==> config.mk <==
export PLATFORM = sky130hd
export DESIGN_NAME = srt_cell
export DESIGN_NICKNAME = d
export VERILOG_FILES = /design/src/rtl/srt_pkg.sv /design/src/rtl/srt_cell.sv
export SDC_FILE = /design/constraint.sdc
export NUM_CORES = 1
export LEC_CHECK = 0
export ABC_CLOCK_PERIOD_IN_PS = 10500
export BUFFER_PORTS_ARGS = -buffer_cell sky130_fd_sc_hd__buf_4
export CAP_MARGIN = 30
export CORE_AREA = 10 10 192 194
export CTS_CLUSTER_DIAMETER = 40
export DETAILED_ROUTE_END_ITERATION = 12
export DIE_AREA = 0 0 202 204
export GPL_TIMING_DRIVEN = 1
export MAX_ROUTING_LAYER = met4
export SKIP_LAST_GASP = 1
export SYNTH_ARGS = -nofsm -noshare
export SYNTH_HDL_FRONTEND = slang
export SYNTH_SLANG_ARGS = --single-unit
export TNS_END_PERCENT = 10
==> constraint.sdc <==
create_clock -name i_clk -period 10.5 [get_ports i_clk]
set_input_delay 1.05 -clock i_clk [delete_from_list [all_inputs] [get_ports i_clk]]
set_output_delay 1.05 -clock i_clk [all_outputs]
set_load 0.1 [all_outputs]
==> src/rtl/srt_pkg.sv <==
// Shared constants and types for the sorted region table.
// No dependencies.
package srt_pkg;
    localparam int MAX_REGIONS = 16;
    localparam int PAGE_SHIFT  = 12;
    localparam int IDX_W  = $clog2(MAX_REGIONS);
    localparam int CNT_W  = $clog2(MAX_REGIONS + 1);
    localparam int SP_W   = 32 - PAGE_SHIFT;
    localparam int EP_W   = 33 - PAGE_SHIFT;

    localparam logic [1:0] CMD_ADD    = 2'd0;
    localparam logic [1:0] CMD_LOOKUP = 2'd1;
    localparam logic [1:0] CMD_REMOVE = 2'd2;
    localparam logic [1:0] CMD_CLEAR  = 2'd3;

    localparam logic [1:0] ST_OK    = 2'd0;
    localparam logic [1:0] ST_INVAL = 2'd1;
    localparam logic [1:0] ST_FULL  = 2'd2;
    localparam logic [1:0] ST_NOTFD = 2'd3;

    typedef struct packed {
        logic [SP_W-1:0] sp;
        logic [EP_W-1:0] ep;
        logic [7:0]      kind;
        logic [7:0]      prot;
        logic            file;
        logic [15:0]     handle;
        logic [31:0]     offset;
    } t_entry;

    // per-cycle command broadcast to every cell
    typedef struct packed {
        logic            ins;   // insert at/after key
        logic            del;   // delete matched cell, shift up
        logic            clr;
        logic [SP_W-1:0] key_sp;
        logic [EP_W-1:0] key_ep;
        logic [31:0]     probe;
    } t_bcast;

    // per-cell status back to the controller
    typedef struct packed {
        logic valid;
        logic overlap;
        logic hit;
        logic below;    // start page below key: new region goes after
    } t_cstat;
endpackage

==> src/rtl/srt_cell.sv <==
// One slot of the region table: holds an entry, compares it with the
// broadcast key, and shifts with its neighbors on insert or delete.
// Depends on srt_pkg.
module srt_cell (
    input  logic            i_clk,
    input  logic            i_rst_n,
    input  srt_pkg::t_bcast i_bc,
    input  srt_pkg::t_entry i_new,
    input  logic            i_prev_valid,
    input  logic            i_prev_before,
    input  srt_pkg::t_entry i_prev,
    input  logic            i_next_valid,
    input  srt_pkg::t_entry i_next,
    input  logic            i_hit_above,
    output srt_pkg::t_cstat o_stat,
    output srt_pkg::t_entry o_entry,
    output logic            o_hit_or_past
);
    logic            r_valid;
    srt_pkg::t_entry r_entry;
    logic [32:0]     w_s, w_e, w_p;

    assign w_s = {r_entry.sp, {srt_pkg::PAGE_SHIFT{1'b0}}, 1'b0} >> 1;
    assign w_e = {r_entry.ep, {srt_pkg::PAGE_SHIFT{1'b0}}};
    assign w_p = {1'b0, i_bc.probe};

    assign o_stat.valid   = r_valid;
    assign o_stat.overlap = r_valid && ({1'b0, i_bc.key_sp} < r_entry.ep)
                            && (i_bc.key_ep > {1'b0, r_entry.sp});
    assign o_stat.hit     = r_valid && (w_p >= w_s) && (w_p < w_e);
    assign o_stat.below   = r_valid && (r_entry.sp < i_bc.key_sp);
    // first hit wins; cells at or below it shift on delete
    assign o_hit_or_past  = o_stat.hit || i_hit_above;
    assign o_entry        = r_entry;

    always_ff @(posedge i_clk) begin
        if (!i_rst_n) begin
            r_valid <= 1'b0;
        end else if (i_bc.clr) begin
            r_valid <= 1'b0;
        end else if (i_bc.ins) begin
            if (!o_stat.below) begin
                r_valid <= r_valid || i_prev_valid;
                r_entry <= i_prev_before ? i_new : i_prev;
            end
        end else if (i_bc.del) begin
            if (o_hit_or_past) begin
                r_valid <= i_next_valid;
                r_entry <= i_next;
            end
        end
    end
endmodule

**Word level (Yosys, flattened, before mapping)**

Cells that the tools add are included.

- Register bits: 107
- Bits in latches: 0
- Bits in writable memories: 0
- Memory bits (read-only): 0
- Input port bits: 400
- Output and inout bits: 111
- Logic and storage cells: 37
- Memories kept: 0

- $add $sub $neg: 0
- Multiply operators: 0
- Div/mod/pow operators: 0
- Magnitude comparators: 5
- Eq/ne operators: 1
- Shift operators: 0
- Mux-type cells: 9
- Bitwise operators: 2
- Reduce and logical (&&, ||, !) cells: 12

Operators with widths:

| cell | number |
|---|---|
| two-way mux 106 bit | 5 |
| less-than comparator 32 x 33 -> 1 bit | 1 |
| greater-or-equal comparator 32 bit | 1 |
| > comparator 21 x 20 -> 1 bit | 1 |
| less-than comparator 20 x 21 -> 1 bit | 1 |
| less-than comparator 20 bit | 1 |
| logical AND 1 bit | 5 |
| AND reduction 5 bit | 1 |
| two-way mux 1 bit | 4 |
| nonzero test 2 bit | 2 |
| AND reduction 3 bit | 1 |
| logical OR 1 bit | 2 |
| inequality test 2 bit, second input constant | 1 |
| inverter 1 bit | 2 |
| OR reduction 2 bit | 1 |

**Logic depth before layout (Yosys ltp)**

- Depth in word-level cells: 7
- Mapped depth: 9
- Gate-level depth less buffers: 9

**Worst setup path before layout**

No wires, ideal clock.

- Path type: flip-flop to flip-flop
- Start: register r_entry, in the netlist o_entry[72]
- End: register r_entry, in the netlist o_entry[0] (enable)
- Library setup time: 608 ps
- Data arrival time: 8548 ps
- Data required time: 9892 ps
- Setup slack: 1344 ps
- Stages on the path, launching flop included: 10
- Path buffers: 0
- Period minus slack after synthesis: 9156 ps
- Cell sequence: edfxtp_1 > inv_1 > ha_1 > a21oi_1 > a21boi_0 > a2111oi_2 > o21ai_1 > a211oi_2 > o21ai_2 > o22ai_1

RTL lines:

| element | RTL line | text |
|---|---|---|
| start, declared | srt_cell.sv:20 | `srt_pkg::t_entry r_entry;` |
| start signal, assigned | srt_cell.sv:44 | `r_entry <= i_prev_before ? i_new : i_prev;` |
| start signal, assigned | srt_cell.sv:49 | `r_entry <= i_next;` |

**Worst setup path after layout**

- Start: input i_bc[19] (netlist bit)
- End: register r_entry, in the netlist o_entry[101] (enable)

- Word-level cells in the longest chain between the ends: 6
- Elaborated cells on any way between the ends: 7
- Those cells by class: 2 x order compare; 5 x reduce/logical

RTL lines:

| element | RTL line | text |
|---|---|---|
| start, declared | srt_cell.sv:7 | `input srt_pkg::t_bcast i_bc,` |
| greater-or-equal comparator 32 bit | srt_cell.sv:30 | `assign o_stat.hit = r_valid && (w_p >= w_s) && (w_p < w_e);` |
| logical AND 1 bit | srt_cell.sv:30 |  |
| logical AND 1 bit * | srt_cell.sv:30 |  |
| logical OR 1 bit * | srt_cell.sv:33 | `assign o_hit_or_past = o_stat.hit \|\| i_hit_above;` |
| nonzero test 2 bit (no source line) * | n/a |  |
| AND reduction 5 bit (no source line) * | n/a |  |

Every way passes the cells marked *; elsewhere a longest branch is shown, timed or not.
A chain may end at the register's enable or synchronous reset.

==> results_dict.tcl <==
set metrics [dict create \
    outcome "finished, final reports clean" \
    fillers 3406 \
    critPathRequiredTime_ps 10470 \
    hold_viol_final 0 \
    max_freq_mhz 237 \
    power_leakage_nw 6.08 \
    drc_errors 0 \
    antenna_found_initial 0 \
    max_stage_delay_ps 750 \
    cts.sinks 107 \
    dp_hpwl_mm 32.1 \
    ys_ff_latch 107 \
    final_antenna_net_count 0 \
    end_kind "flop" \
    cp_max_fo 67 \
    rows 67 \
    cellPowerDensity_nw_per_um2 107 \
    drt_first_iter_violations 263 \
    ys_types 47 \
    ys_seq_area_share_pct 41.1 \
    crit_start "i_bc[19]" \
    period_minus_slack_ps 4220 \
    drive_above_1_share_pct 42.2 \
    cts-resized-gates 0 \
    fp.dieH_microns 204 \
    path_common_cell "buf_4" \
    path_cells "buf_4 -> ha_1 -> a21oi_1 -> a21boi_0 -> a2111oi_2 -> o21ai_1 -> a211oi_2 -> o21ai_2 -> o22ai_4 -> buf_4 -> buf_4" \
    diodes 0 \
    cts-buffers-inserted 9 \
    gp_congestion 0.887 \
    slew_viol_final 0 \
    hp-class "reg -> reg" \
    netlist_instances 780 \
    grt_pass1_vias 8370 \
    syn_area_per_cell_sq_um 9.99 \
    root_buffer "clkbuf_16" \
    wl_per_cell_microns 21.0 \
    maxCapViolations 0 \
    relSlewSlack_pct 35.9 \
    clk_latency_ps 360 \
    synth_area_sq_um 7790 \
    coreArea_sq_um 33100 \
    grt-ovfl-total 0 \
    vias 7607 \
    rr_startpoint "o_entry[76]$_DFFE_PP_" \
    cts_tree "yes" \
    rsz0062_at_grt "no" \
    postSynth.asyncResetShare_pct 0 \
    max-vdd-ir-drop_v 0.0000580 \
    setup_viol 0 \
    worst_pin_slew_ps 962 \
    hold_start "r_valid$_SDFFE_PP0P_" \
    port-buffer-count 510 \
    ys.flop_type "edfxtp_1" \
    postCtsSetupBuffers 0 \
    die-area_sq_um 41200 \
    clock_path_buffers 2 \
    startpoint_type "input pin" \
    track_usage_pct 17.1 \
    nNetsFinal 1766 \
    synth_fp_nets 1277 \
    crit_family "compound AO/OA/AOI/OAI gates" \
    path_class "in -> reg" \
    finalSetupTns_ps 0 \
    synth_edf_count 106 \
    grt_max_degree 88 \
    fin_crit_sh_pct 40.2 \
    initial_core_util_pct 23.5 \
    cp.buffers_inverters 3 \
    finalWirelength_mm 36.2 \
    postLayoutSetupSlackWorst_ps 6280 \
    pre_cts_ws_ps 5800 \
    r2r_setup_slack_ps 6460 \
    fin_skew_ps 16.3 \
    crit_arrival_ps 4200 \
    yosysWarnings 0 \
    die_x_microns 202 \
    htree_levels 3 \
    grt_pass1_wl_mm 51.8 \
    cp_slowest_cell "buf_4" \
    syn2layout_area_growth_pct 58.8 \
    firstDrtPassIters 4 \
    ioPinCount 511 \
    path_clk_slew_ps 70 \
    avgViaCountPerCell 4.42 \
    postCtsHoldBufs 0 \
]
layout make-up:
class	instances	area [sq um]	share of cell area, %
clock buffer	9	225	1.82
clock inverter	7	66.3	0.536
tap	448	561	4.53
multi-input combinational	571	4210	34.0
inverter	65	244	1.97
timing repair buffer	515	3870	31.3
sequential	107	3200	25.9
final timing paths:
check                                         endpoint  cells past startpoint
worst min-delay path              r_valid$_SDFFE_PP0P_                      3
worst min register to register    r_valid$_SDFFE_PP0P_                      3
worst max-delay path            o_entry[101]$_DFFE_PP_                     11
worst max register to register  o_entry[101]$_DFFE_PP_                     11
routing by layer:
layer	vias up	wire length [microns]	track usage [%]
li1	3828	-	-
met1	3512	14900	19.1
met2	244	19100	31.0
met3	23	1600	3.20
met4	0	571	3.79
met5	-	0	-
synthesized netlist by cell type, types with 2 or more instances:
library cell | instances | area share (%)
nand3_1 | 4 | 0.26
nand2b_1 | 2 | 0.16
nand4b_1 | 2 | 0.22
nor2_1 | 117 | 5.6
and4b_1 | 2 | 0.26
mux2i_1 | 107 | 14
nor4_1 | 3 | 0.24
a21o_1 | 22 | 2.1
edfxtp_1 | 106 | 41
nor2b_1 | 7 | 0.56
o21ai_0 | 12 | 0.77
ha_1 | 97 | 16
nand4_1 | 11 | 0.88
a211oi_1 | 3 | 0.29
a31oi_1 | 3 | 0.24
clkbuf_1 | 26 | 1.3
o2111a_1 | 2 | 0.29
o21a_1 | 6 | 0.58
inv_1 | 65 | 3.1
o2111ai_1 | 2 | 0.22
a21oi_1 | 131 | 8.4
nand2_1 | 15 | 0.72
a211o_1 | 2 | 0.22
o211ai_1 | 2 | 0.19
buf_2 | 9 | 0.58
per-stage QoR:
stage,std cells,util (%),area (sq um),power (mW),hold slack (ps)
2_1_floorplan,780,-,7790,0.796,617
3_3_place_gp,1706,36.5,12100,0.991,737
3_5_place_dp,1706,36.5,12100,0.997,742
4_1_cts,1722,37.4,12400,1.35,752
5_1_grt,1722,37.4,12400,1.39,787
6_report,1722,37.4,12400,1.32,765
power by group:
| part | internal, mW | switching (mW) | leakage, nW | total (mW) |
|---|---|---|---|---|
| Sequential | 0.498 | 0.0111 | 0.981 | 0.509 |
| Combinational | 0.188 | 0.285 | 4.96 | 0.474 |
| Clock | 0.168 | 0.172 | 0.144 | 0.340 |
flip-flops by register name, summed over array words and instances (netlist names):
| name | cells |
|---|---|
| r_valid | 1 |
| o_entry | 106 |
tightest hold or removal path: stages (launching register included):
cell and delay, ps:
dfxtp_1 390, a21o_1 190, nand2_1 60, mux2i_1 70
cells in the final DEF (no fill, tap or decap), types with 2 or more instances in the layout:
master,synthesis,routed
a21o_1,22,22
nand2b_1,2,2
mux2i_1,107,107
nand2_1,15,15
a211oi_1,3,3
and4b_1,2,2
a21oi_1,131,131
a211o_1,2,2
a31oi_1,3,3
ha_1,97,97
nand4_1,11,11
clkbuf_16,0,9
inv_6,0,4
nand3_1,4,4
o21a_1,6,6
buf_6,0,2
o2111ai_1,2,2
o211ai_1,2,2
o2111a_1,2,2
edfxtp_1,106,106
o21ai_0,12,12
nand4b_1,2,2
nor2b_1,7,7
nor2_1,117,117
buf_4,1,513
inv_1,65,65
nor4_1,3,3
cell families (layout without fill, tap and decap cells):
kind of cell | Yosys count | count (layout) | synth area share (%)
simple gates | 168 | 168 | 9.38
buf+inv | 102 | 596 | 5.11
fa+ha+maj | 97 | 97 | 15.6
compound gates | 199 | 199 | 15.1
flops | 107 | 107 | 41.1
mux | 107 | 107 | 13.7
(Power assumes the default switching activity.)
